## config.mk

```make
export PLATFORM = sky130hd
export DESIGN_NAME = terminal_line_editor
export DESIGN_NICKNAME = d
export VERILOG_FILES = /design/src/sv/tle_pkg.sv /design/src/sv/terminal_line_editor.sv /design/src/sv/tle_ram.sv
export SDC_FILE = /design/constraint.sdc
export NUM_CORES = 1
export LEC_CHECK = 0
export BUFFER_PORTS_ARGS = -buffer_cell sky130_fd_sc_hd__clkbuf_2
export CAP_MARGIN = 5
export CORE_MARGIN = 4
export CORE_UTILIZATION = 51
export DETAILED_ROUTE_END_ITERATION = 7
export GPL_TIMING_DRIVEN = 0
export PLACE_DENSITY = 0.68
export SETUP_SLACK_MARGIN = 0.15
export SYNTH_ARGS = -nofsm -noshare
export SYNTH_HDL_FRONTEND = slang
export SYNTH_HIERARCHICAL = 1
export SYNTH_SLANG_ARGS = --single-unit
```

## constraint.sdc

```tcl
create_clock -name clk -period 5.6 [get_ports clk]
set_input_delay 0.84 -clock clk [delete_from_list [all_inputs] [get_ports clk]]
set_output_delay 0.84 -clock clk [all_outputs]
set_load 0.02 [all_outputs]
```

## src/sv/tle_pkg.sv

```systemverilog
// ----------------------------------------------------------------------------
// tle_pkg
// shared types, codes and defaults of the terminal line editor
// ----------------------------------------------------------------------------
package tle_pkg;

  localparam int LINE_LEN_DEF = 12;
  localparam int HIST_LEN_DEF = 64;

  typedef logic [7:0] byte_t;

  localparam logic [1:0] KIND_ECHO  = 2'd0;
  localparam logic [1:0] KIND_LINE  = 2'd1;
  localparam logic [1:0] KIND_EVENT = 2'd2;

  localparam logic [1:0] EV_DONE   = 2'd0;
  localparam logic [1:0] EV_CANCEL = 2'd1;
  localparam logic [1:0] EV_EOF    = 2'd2;

  localparam logic CFG_IGN_ESC  = 1'b0;
  localparam logic CFG_IGN_LEAD = 1'b1;

  localparam byte_t CH_NUL = 8'h00;
  localparam byte_t CH_SOH = 8'h01;
  localparam byte_t CH_STX = 8'h02;
  localparam byte_t CH_ETX = 8'h03;
  localparam byte_t CH_EOT = 8'h04;
  localparam byte_t CH_ENQ = 8'h05;
  localparam byte_t CH_ACK = 8'h06;
  localparam byte_t CH_BS  = 8'h08;
  localparam byte_t CH_TAB = 8'h09;
  localparam byte_t CH_LF  = 8'h0A;
  localparam byte_t CH_VT  = 8'h0B;
  localparam byte_t CH_FF  = 8'h0C;
  localparam byte_t CH_CR  = 8'h0D;
  localparam byte_t CH_SO  = 8'h0E;
  localparam byte_t CH_DLE = 8'h10;
  localparam byte_t CH_SUB = 8'h1A;
  localparam byte_t CH_ESC = 8'h1B;
  localparam byte_t CH_SP  = 8'h20;
  localparam byte_t CH_DEL = 8'h7F;

  typedef enum logic [4:0] {
    S_IDLE, S_DEC, S_DEL_BS, S_DEL_SHIFT, S_DEL_SP, S_BSN, S_INS_SHIFT, S_INS_BS,
    S_KSP, S_CR, S_LF, S_EVT, S_TAIL, S_PRD, S_PWR, S_PCP, S_ERD, S_ECK,
    S_FRD, S_FCK, S_RSP, S_RBS, S_RRD, S_RCK, S_RDONE, S_FIN
  } state_t;

endpackage

```

## src/sv/terminal_line_editor.sv

```systemverilog
// ----------------------------------------------------------------------------
// terminal_line_editor
// emacs style line editor with a packed history store, one byte at a time
// ----------------------------------------------------------------------------
// usage: received terminal bytes come in on char_in with in_valid/in_ready.
// each byte gives zero or more result beats on the out channel: echo bytes,
// then for a newline the finished line's bytes and a done event; last marks
// the final beat of a byte. cfg_we/cfg_index/cfg_data set the two ignore
// flags; the user must write them only while the block is idle (not enforced).
// in_ready is high only in the idle state; one byte is worked on at a time.
// newline with a non-empty line adds the history push: the older history
// bytes move up by the line length plus terminator, the line bytes are copied
// in and a partial oldest entry at the top is erased.
// ctrl-p/ctrl-n scan the history, reading it through the registered ram,
// before the recall. results pass a one-beat hold stage and an output
// register, so a stalled receiver only holds the sequencer when both fill.
// reset (rst, synchronous) empties the line, clears history valid bits so
// the history reads as zero, and clears the flags and the history position.
// ----------------------------------------------------------------------------
module terminal_line_editor #(
  parameter int LINE_LEN = tle_pkg::LINE_LEN_DEF,
  parameter int HIST_LEN = tle_pkg::HIST_LEN_DEF
) (
  input  logic              clk,
  input  logic              rst,
  input  logic              in_valid,
  output logic              in_ready,
  input  tle_pkg::byte_t    char_in,
  output logic              out_valid,
  input  logic              out_ready,
  output logic [1:0]        out_kind,
  output tle_pkg::byte_t    out_byte,
  output logic [1:0]        event_status,
  output logic [3:0]        line_length,
  output logic              last,
  input  logic              cfg_we,
  input  logic              cfg_index,
  input  logic              cfg_data
);

  import tle_pkg::*;

  localparam int LW  = $clog2(LINE_LEN + 1);
  localparam int LIW = $clog2(LINE_LEN);
  localparam int HD  = HIST_LEN + 1;
  localparam int HA  = $clog2(HD);
  localparam int HPW = $clog2(HIST_LEN + 2);

  state_t state, state_next, after, after_next;

  logic ign_esc, ign_lead;

  byte_t          line_mem [LINE_LEN];
  logic [LW-1:0]  count, count_next, cursor, cursor_next;
  logic [LW-1:0]  idx, idx_next, tend, tend_next, rc, rc_next;
  logic [1:0]     sub, sub_next, tkind, tkind_next, evt, evt_next;
  byte_t          ch, ch_next;
  logic [HA-1:0]  hpos, hpos_next, fk, fk_next;
  logic [HPW-1:0] fpos, fpos_next;
  logic           fstart, fstart_next, fup, fup_next;

  // line store access
  logic [LW-1:0]  lra, lwa;
  logic           lwe;
  byte_t          lwd, line_rd;

  // history ram access
  logic           hwe, hv_q;
  logic [HA-1:0]  hwa, hra;
  byte_t          hwd, hrd, hdat;
  logic           hvalid [HD];

  // result path
  logic           emit, flush, out_free, can_go;
  logic [1:0]     e_kind, e_status;
  byte_t          e_byte;
  logic [3:0]     e_len;
  logic           pend_valid;
  logic [1:0]     p_kind, p_status;
  byte_t          p_byte;
  logic [3:0]     p_len;

  logic [LW:0]    idx_p1;

  assign in_ready = (state == S_IDLE);
  assign out_free = !out_valid || out_ready;
  assign can_go   = !pend_valid || out_free;
  assign line_rd  = line_mem[lra[LIW-1:0]];
  assign hdat     = hv_q ? hrd : 8'h00;
  assign idx_p1   = {1'b0, idx} + 1'b1;

  tle_ram #(.WIDTH(8), .DEPTH(HD)) u_hist (
    .clk  (clk),
    .we   (hwe),
    .waddr(hwa),
    .wdata(hwd),
    .raddr(hra),
    .rdata(hrd)
  );

  always_ff @(posedge clk) begin
    if (rst) begin
      state  <= S_IDLE;
      after  <= S_FIN;
      count  <= '0;
      cursor <= '0;
      hpos   <= '0;
      ign_esc  <= 1'b0;
      ign_lead <= 1'b0;
      for (int k = 0; k < HD; k++) begin
        hvalid[k] <= 1'b0;
      end
    end else begin
      state  <= state_next;
      after  <= after_next;
      count  <= count_next;
      cursor <= cursor_next;
      hpos   <= hpos_next;
      if (cfg_we) begin
        if (cfg_index == CFG_IGN_ESC) begin
          ign_esc <= cfg_data;
        end else begin
          ign_lead <= cfg_data;
        end
      end
      if (hwe) begin
        hvalid[hwa] <= 1'b1;
      end
    end
  end

  always_ff @(posedge clk) begin
    idx    <= idx_next;
    tend   <= tend_next;
    rc     <= rc_next;
    sub    <= sub_next;
    tkind  <= tkind_next;
    evt    <= evt_next;
    ch     <= (state == S_IDLE) ? char_in : ch_next;
    fk     <= fk_next;
    fpos   <= fpos_next;
    fstart <= fstart_next;
    fup    <= fup_next;
    hv_q   <= hvalid[hra];
    if (lwe) begin
      line_mem[lwa[LIW-1:0]] <= lwd;
    end
  end

  always_comb begin
    state_next  = state;
    after_next  = after;
    count_next  = count;
    cursor_next = cursor;
    idx_next    = idx;
    tend_next   = tend;
    rc_next     = rc;
    sub_next    = sub;
    tkind_next  = tkind;
    evt_next    = evt;
    ch_next     = ch;
    hpos_next   = hpos;
    fk_next     = fk;
    fpos_next   = fpos;
    fstart_next = fstart;
    fup_next    = fup;
    lra   = idx;
    lwe   = 1'b0;
    lwa   = idx;
    lwd   = line_rd;
    hwe   = 1'b0;
    hwa   = fpos[HA-1:0];
    hwd   = 8'h00;
    hra   = fpos[HA-1:0];
    emit     = 1'b0;
    flush    = 1'b0;
    e_kind   = KIND_ECHO;
    e_byte   = CH_BS;
    e_status = EV_DONE;
    e_len    = 4'd0;

    case (state)
      S_IDLE: begin
        if (in_valid) begin
          state_next = S_DEC;
        end
      end

      S_DEC: begin
        state_next = S_FIN;
        if (ch == CH_LF) begin
          evt_next   = EV_DONE;
          state_next = S_LF;
        end else if (ch == CH_CR || ch == CH_FF || ch == CH_NUL) begin
          state_next = S_FIN;
        end else if (ch == CH_ESC && ign_esc) begin
          state_next = S_FIN;
        end else if (ign_lead && count == '0 && (ch == CH_SP || ch == CH_TAB)) begin
          state_next = S_FIN;
        end else if (ch == CH_BS || ch == CH_DEL) begin
          if (count != '0 && cursor != '0) begin
            cursor_next = cursor - 1'b1;
            state_next  = S_DEL_BS;
          end
        end else if (ch == CH_ETX) begin
          evt_next   = EV_CANCEL;
          state_next = S_CR;
        end else if (ch == CH_SUB) begin
          evt_next   = EV_EOF;
          state_next = S_CR;
        end else if (ch == CH_DLE) begin
          fk_next     = hpos + 1'b1;
          fup_next    = 1'b1;
          fpos_next   = '0;
          fstart_next = 1'b1;
          state_next  = S_FRD;
        end else if (ch == CH_SO) begin
          if (hpos > HA'(1)) begin
            fk_next     = hpos - 1'b1;
            fup_next    = 1'b0;
            fpos_next   = '0;
            fstart_next = 1'b1;
            state_next  = S_FRD;
          end
        end else if (ch == CH_SOH) begin
          rc_next     = cursor;
          cursor_next = '0;
          state_next  = S_BSN;
        end else if (ch == CH_ENQ) begin
          idx_next    = cursor;
          tend_next   = count;
          cursor_next = count;
          tkind_next  = KIND_ECHO;
          after_next  = S_FIN;
          state_next  = S_TAIL;
        end else if (ch == CH_ACK) begin
          if (cursor < count) begin
            idx_next    = cursor;
            tend_next   = cursor + 1'b1;
            cursor_next = cursor + 1'b1;
            tkind_next  = KIND_ECHO;
            after_next  = S_FIN;
            state_next  = S_TAIL;
          end
        end else if (ch == CH_STX) begin
          if (cursor != '0) begin
            rc_next     = LW'(1);
            cursor_next = cursor - 1'b1;
            state_next  = S_BSN;
          end
        end else if (ch == CH_EOT) begin
          if (cursor < count) begin
            idx_next   = cursor;
            state_next = S_DEL_SHIFT;
          end
        end else if (ch == CH_VT) begin
          if (cursor < count) begin
            rc_next    = count - cursor;
            state_next = S_KSP;
          end
        end else if (count < LW'(LINE_LEN)) begin
          if (ch == CH_TAB) begin
            ch_next = CH_SP;
          end
          idx_next   = count;
          state_next = S_INS_SHIFT;
        end
      end

      S_DEL_BS: begin
        if (can_go) begin
          emit       = 1'b1;
          idx_next   = cursor;
          state_next = S_DEL_SHIFT;
        end
      end

      // close the gap at the cursor, one byte a cycle
      S_DEL_SHIFT: begin
        lra = idx_p1[LW-1:0];
        if (idx_p1 < {1'b0, count}) begin
          lwe      = 1'b1;
          lwa      = idx;
          lwd      = line_rd;
          idx_next = idx_p1[LW-1:0];
        end else begin
          count_next = count - 1'b1;
          idx_next   = cursor;
          tend_next  = count - 1'b1;
          tkind_next = KIND_ECHO;
          after_next = S_DEL_SP;
          state_next = S_TAIL;
        end
      end

      S_DEL_SP: begin
        if (can_go) begin
          emit       = 1'b1;
          e_byte     = CH_SP;
          rc_next    = count + 1'b1 - cursor;
          state_next = S_BSN;
        end
      end

      S_BSN: begin
        if (rc == '0) begin
          state_next = S_FIN;
        end else if (can_go) begin
          emit    = 1'b1;
          rc_next = rc - 1'b1;
        end
      end

      // open a gap at the cursor, one byte a cycle
      S_INS_SHIFT: begin
        lra = idx - 1'b1;
        if (idx > cursor) begin
          lwe      = 1'b1;
          lwa      = idx;
          lwd      = line_rd;
          idx_next = idx - 1'b1;
        end else begin
          lwe         = 1'b1;
          lwa         = cursor;
          lwd         = ch;
          count_next  = count + 1'b1;
          cursor_next = cursor + 1'b1;
          idx_next    = cursor;
          tend_next   = count + 1'b1;
          tkind_next  = KIND_ECHO;
          after_next  = S_INS_BS;
          state_next  = S_TAIL;
        end
      end

      S_INS_BS: begin
        rc_next    = count - cursor;
        state_next = S_BSN;
      end

      S_KSP: begin
        if (rc == '0) begin
          rc_next    = count - cursor;
          count_next = cursor;
          state_next = S_BSN;
        end else if (can_go) begin
          emit    = 1'b1;
          e_byte  = CH_SP;
          rc_next = rc - 1'b1;
        end
      end

      S_CR: begin
        if (can_go) begin
          emit       = 1'b1;
          e_byte     = CH_CR;
          state_next = S_LF;
        end
      end

      S_LF: begin
        if (can_go) begin
          emit   = 1'b1;
          e_byte = CH_LF;
          if (evt == EV_DONE) begin
            idx_next   = '0;
            tend_next  = count;
            tkind_next = KIND_LINE;
            after_next = S_EVT;
            state_next = S_TAIL;
          end else begin
            state_next = S_EVT;
          end
        end
      end

      S_EVT: begin
        if (can_go) begin
          emit     = 1'b1;
          e_kind   = KIND_EVENT;
          e_byte   = 8'h00;
          e_status = evt;
          e_len    = (evt == EV_DONE) ? 4'(count) : 4'd0;
          if (evt == EV_DONE && count != '0) begin
            fpos_next  = HPW'(HIST_LEN);
            state_next = S_PRD;
          end else begin
            count_next  = '0;
            cursor_next = '0;
            if (evt == EV_CANCEL) begin
              hpos_next = '0;
            end
            state_next = S_FIN;
          end
        end
      end

      S_TAIL: begin
        if (idx >= tend) begin
          state_next = after;
        end else if (can_go) begin
          emit     = 1'b1;
          e_kind   = tkind;
          e_byte   = line_rd;
          idx_next = idx + 1'b1;
        end
      end

      // history push: move old entries up by line length plus terminator
      S_PRD: begin
        hra = HA'(fpos - HPW'(count) - 1'b1);
        if (fpos >= HPW'(count) + 1'b1) begin
          state_next = S_PWR;
        end else begin
          idx_next   = '0;
          state_next = S_PCP;
        end
      end

      S_PWR: begin
        hwe        = 1'b1;
        hwa        = fpos[HA-1:0];
        hwd        = hdat;
        fpos_next  = fpos - 1'b1;
        state_next = S_PRD;
      end

      S_PCP: begin
        hwe = 1'b1;
        if (idx < count) begin
          hwa      = HA'(idx);
          hwd      = line_rd;
          idx_next = idx + 1'b1;
        end else begin
          hwa        = HA'(count);
          hwd        = 8'h00;
          fpos_next  = HPW'(HIST_LEN);
          state_next = S_ERD;
        end
      end

      // erase a partial oldest entry from the top down
      S_ERD: begin
        state_next = S_ECK;
      end

      S_ECK: begin
        if (hdat != 8'h00) begin
          hwe        = 1'b1;
          hwd        = 8'h00;
          fpos_next  = fpos - 1'b1;
          state_next = S_ERD;
        end else begin
          count_next  = '0;
          cursor_next = '0;
          hpos_next   = '0;
          state_next  = S_FIN;
        end
      end

      // history lookup: fstart marks the first byte of an entry
      S_FRD: begin
        if (fstart && fpos >= HPW'(HIST_LEN)) begin
          state_next = S_FIN;
        end else begin
          state_next = S_FCK;
        end
      end

      S_FCK: begin
        if (!fstart) begin
          fpos_next = fpos + 1'b1;
          if (hdat == 8'h00) begin
            fstart_next = 1'b1;
          end
          state_next = S_FRD;
        end else if (hdat == 8'h00) begin
          state_next = S_FIN;
        end else if (fk == HA'(1)) begin
          hpos_next  = fup ? hpos + 1'b1 : hpos - 1'b1;
          rc_next    = count - cursor;
          state_next = S_RSP;
        end else begin
          fk_next     = fk - 1'b1;
          fpos_next   = fpos + 1'b1;
          fstart_next = 1'b0;
          state_next  = S_FRD;
        end
      end

      S_RSP: begin
        if (rc == '0) begin
          rc_next    = count;
          sub_next   = 2'd0;
          state_next = S_RBS;
        end else if (can_go) begin
          emit    = 1'b1;
          e_byte  = CH_SP;
          rc_next = rc - 1'b1;
        end
      end

      // rub out the old line as backspace, space, backspace per byte
      S_RBS: begin
        if (rc == '0) begin
          idx_next   = '0;
          state_next = S_RRD;
        end else if (can_go) begin
          emit   = 1'b1;
          e_byte = (sub == 2'd1) ? CH_SP : CH_BS;
          if (sub == 2'd2) begin
            sub_next = 2'd0;
            rc_next  = rc - 1'b1;
          end else begin
            sub_next = sub + 1'b1;
          end
        end
      end

      S_RRD: begin
        if (idx < LW'(LINE_LEN) && fpos <= HPW'(HIST_LEN)) begin
          state_next = S_RCK;
        end else begin
          state_next = S_RDONE;
        end
      end

      S_RCK: begin
        if (hdat != 8'h00) begin
          lwe        = 1'b1;
          lwa        = idx;
          lwd        = hdat;
          idx_next   = idx + 1'b1;
          fpos_next  = fpos + 1'b1;
          state_next = S_RRD;
        end else begin
          state_next = S_RDONE;
        end
      end

      S_RDONE: begin
        count_next  = idx;
        cursor_next = idx;
        tend_next   = idx;
        idx_next    = '0;
        tkind_next  = KIND_ECHO;
        after_next  = S_FIN;
        state_next  = S_TAIL;
      end

      S_FIN: begin
        if (!pend_valid) begin
          state_next = S_IDLE;
        end else if (out_free) begin
          flush      = 1'b1;
          state_next = S_IDLE;
        end
      end

      default: begin
        state_next = S_IDLE;
      end
    endcase
  end

  // one-beat hold stage so the final beat of a byte can carry last
  always_ff @(posedge clk) begin
    if (rst) begin
      pend_valid <= 1'b0;
      out_valid  <= 1'b0;
    end else begin
      if (out_valid && out_ready) begin
        out_valid <= 1'b0;
      end
      if (emit) begin
        pend_valid <= 1'b1;
        if (pend_valid) begin
          out_valid <= 1'b1;
        end
      end
      if (flush) begin
        pend_valid <= 1'b0;
        out_valid  <= 1'b1;
      end
    end
  end

  always_ff @(posedge clk) begin
    if (emit) begin
      p_kind   <= e_kind;
      p_byte   <= e_byte;
      p_status <= e_status;
      p_len    <= e_len;
    end
    if ((emit && pend_valid) || flush) begin
      out_kind     <= p_kind;
      out_byte     <= p_byte;
      event_status <= p_status;
      line_length  <= p_len;
      last         <= flush;
    end
  end

endmodule

```

## src/sv/tle_ram.sv

```systemverilog
// ----------------------------------------------------------------------------
// tle_ram
// generic single write port, single read port ram with registered read
// ----------------------------------------------------------------------------
module tle_ram #(
  parameter int WIDTH = 8,
  parameter int DEPTH = 64
) (
  input  logic                     clk,
  input  logic                     we,
  input  logic [$clog2(DEPTH)-1:0] waddr,
  input  logic [WIDTH-1:0]         wdata,
  input  logic [$clog2(DEPTH)-1:0] raddr,
  output logic [WIDTH-1:0]         rdata
);

  logic [WIDTH-1:0] mem [DEPTH];

  always_ff @(posedge clk) begin
    if (we) begin
      mem[waddr] <= wdata;
    end
    rdata <= mem[raddr];
  end

endmodule
```

==> impl_metrics.json <==
{
  "status": "completed",
  "dieArea_sq_um": 80100,
  "finalHoldViolCount": 0,
  "period_needed_ns": 5.31,
  "dp_hpwl_um": 73900,
  "pre_cts_slack_ns": -0.123,
  "grt.overflow.total": 0,
  "firstDrtPassIters": 7,
  "cap_violations": 0,
  "async_flop_share_pct": 0,
  "fin_ws_ns": 0.290,
  "worst_skew_pair.late_latency_ns": 0.65,
  "die_h_um": 283,
  "synth_most_common_cell": "edfxtp_1",
  "clk_pin_slew_ns": 0.06,
  "cts_setup_buffers": 0,
  "num_vias": 25645,
  "fillers": 5858,
  "clockBufferDepth": 3,
  "synth_seq_area_share_pct": 62.4,
  "synth.avg_cell_area_sq_um": 13.7,
  "grt_pass1_vias": 25524,
  "fmax_mhz": 188,
  "cp_max_fo": 10,
  "crit_top_cell": "a21o_1",
  "synth_area_leaders": "edfxtp_1 54%, dfxtp_1 8.6%, mux4_2 8.4%",
  "setup_viol": 0,
  "yosysTopAreaCellShare_pct": 53.7,
  "path_class": "register to register",
  "p_total_mw": 20.3,
  "grt_max_degree": 50,
  "start_kind": "register",
  "cts.sinks": 856,
  "ios": 34,
  "route.detailed.drc": 0,
  "period_share_pct": 94.8,
  "critPathRequiredTime_ns": 5.86,
  "ys.flop_type": "edfxtp_1",
  "ir_worst_vdd_v": 0.000341,
  "ys_ff_latch": 856,
  "synthXorXnorAreaFrac_pct": 1.16,
  "synth_fa_ha_area_share_pct": 1.83,
  "dr.first_iter.drc_count": 3137,
  "slew-limit-headroom_pct": 18.0,
  "critPathArrivalTime_ns": 5.56,
  "wl_per_cell_um": 26.8,
  "io_buffers": 33,
  "power.density_nw_per_um2": 470,
  "clockRootBuffer": "clkbuf_16",
  "synth_edf_count": 690,
  "syn_inst": 2815,
  "track_usage_pct": 26.2,
  "grt_pass1_wl_um": 161000,
  "h-tree-depth": 3,
  "cpPeakStageDelay_ns": 0.85,
  "worst_slew_pin_slew_ns": 1.23,
  "initial_core_util_pct": 51.6,
  "fin_skew_ns": 0.0325,
  "synthMuxAreaShare_pct": 11.5,
  "synth_common_cells": "690 x edfxtp_1, 204 x nor2_1, 166 x dfxtp_1",
  "hold_buffers": 0,
  "wl_um": 107000,
  "core-area_sq_um": 74700,
  "synth_top_family_by_area": "compound AO/OA/AOI/OAI gates",
  "hold_path.class": "register to register",
  "endpoint_kind": "register",
  "synth_fp_nets": 2884,
  "antenna_found_initial": 0,
  "path_delay_family": "simple AND/OR/NAND/NOR gates",
  "path_buf_inv": 4,
  "worstPathCellList": "clkbuf_2 > inv_1 > ha_1 > a21o_1 > a21o_1 > a21oi_1 > mux2i_1 > a21o_1 > inv_1 > clkbuf_1 > nand4_1 > nor2_1",
  "slew_viol_final": 0,
  "synth_cell_types": 98,
  "route.antenna.remaining_nets": 0,
  "fp-row-count": 100,
  "synth_compound_area_share_pct": 11.6,
  "cts_tree": "yes",
  "via_per_inst": 6.42,
  "leakage_nw": 15.5,
  "cpMaxStageDelayCell": "nor2_1",
  "drive_gt1_share_pct": 16.5,
  "die_x_um": 283,
  "gp_congestion": 0.959,
  "yosys.area_share.simple_pct": 8.46,
  "syn_area_sq_um": 38600,
  "synth_top_cell_by_area": "edfxtp_1",
  "synth-warning-count": 6,
  "nNetsFinal": 3021,
  "rsz0062_at_grt": "true",
  "area_delta_synth_final_pct": 11.8,
  "cts_buffers": 87
}
area by class of cell:
| cell class | count | area, sq um | area share [%] |
|---|---|---|---|
| flip-flops and latches | 856 | 24000 | 55.8 |
| multi-input cells | 1668 | 13400 | 31.1 |
| clock buffers | 111 | 2330 | 5.40 |
| well taps | 969 | 1210 | 2.81 |
| plain buffers | 163 | 766 | 1.78 |
| clock inverters | 48 | 508 | 1.18 |
| inverters | 127 | 480 | 1.11 |
| repair buffers | 49 | 378 | 0.876 |
| diodes | 1 | 2.50 | 0.00580 |
logic make-up (layout without fill, tap and decap cells):
kind of cell    count (synthesis)  in the layout
simple gates                  661            661
fa+ha+maj                      54             54
buf+inv                       291            498
flops                         856            856
xor+xnor                       50             50
compound gates                647            647
mux                           256            256
other cells                     0              1
where the power goes:
group / switching (mW) / internal [mW]
combinational: 4.48 / 2.24
sequential: 0.282 / 7.46
clock: 2.46 / 3.33
stage by stage:
stage	area, sq um	TNS (ns)	std cells	util, %	hold slack (ns)
final	43100	0	3992	57.7	0.421
after global routing	43100	0	3991	57.7	0.427
after CTS	43000	0	3986	57.6	0.424
after detailed placement	40100	-0.993	3827	53.7	0.406
after global placement	39900	-153.18	3817	53.5	0.406
after floorplan	38600	0	2815	-	0.400
timing repair:
item	in CTS	in global routing
pin swaps	0	0
endpoints found under the setup margin	165	472
gates resized for setup	11	37
layer usage:
layer | vias up | wire [um] | track usage [%]
met5 | - | 0 | 0
met1 | 12810 | 42700 | 35.1
met4 | 0 | 4300 | 9.79
met3 | 291 | 8130 | 4.20
li1 | 11257 | - | -
met2 | 1287 | 51700 | 43.4
registers in the layout, indices dropped and copies added (netlist names), 5 cells and up:
register	cells
u_hist/rdata	8
fk	7
u_hist/mem	520
after	5
hvalid	128
hpos	7
state	5
fpos	7
out_byte	8
p_byte	8
line_mem	96
ch	8
worst paths after layout:
check             from           endpoint  slack, ns  depth (start not counted)
max           count[1]  u_hist/mem[47][4]       0.29                         12
min          p_kind[1]        out_kind[1]       0.42                          0
max reg2reg   count[1]  u_hist/mem[47][4]       0.29                         12
min reg2reg  p_kind[1]        out_kind[1]       0.42                          0
placed cells by master (no fill, tap or decap), drive strengths merged, types with 24 or more instances in the layout:
cell / instances
edfxtp: 690
clkbuf: 243
nor2: 206
dfxtp: 166
nand2: 160
mux4: 144
inv: 130
a21oi: 118
o21ai: 92
o22ai: 87
buf: 80
mux2i: 77
o21bai: 60
nor3: 57
nand3: 54
ha: 50
mux2: 35
a211oi: 34
clkinv: 32
nor2b: 31
xnor2: 31
a21o: 28
a22oi: 25
a221oi: 25
and2: 24
nand2b: 24
No activity file was read; power rests on OpenSTA's default activity.
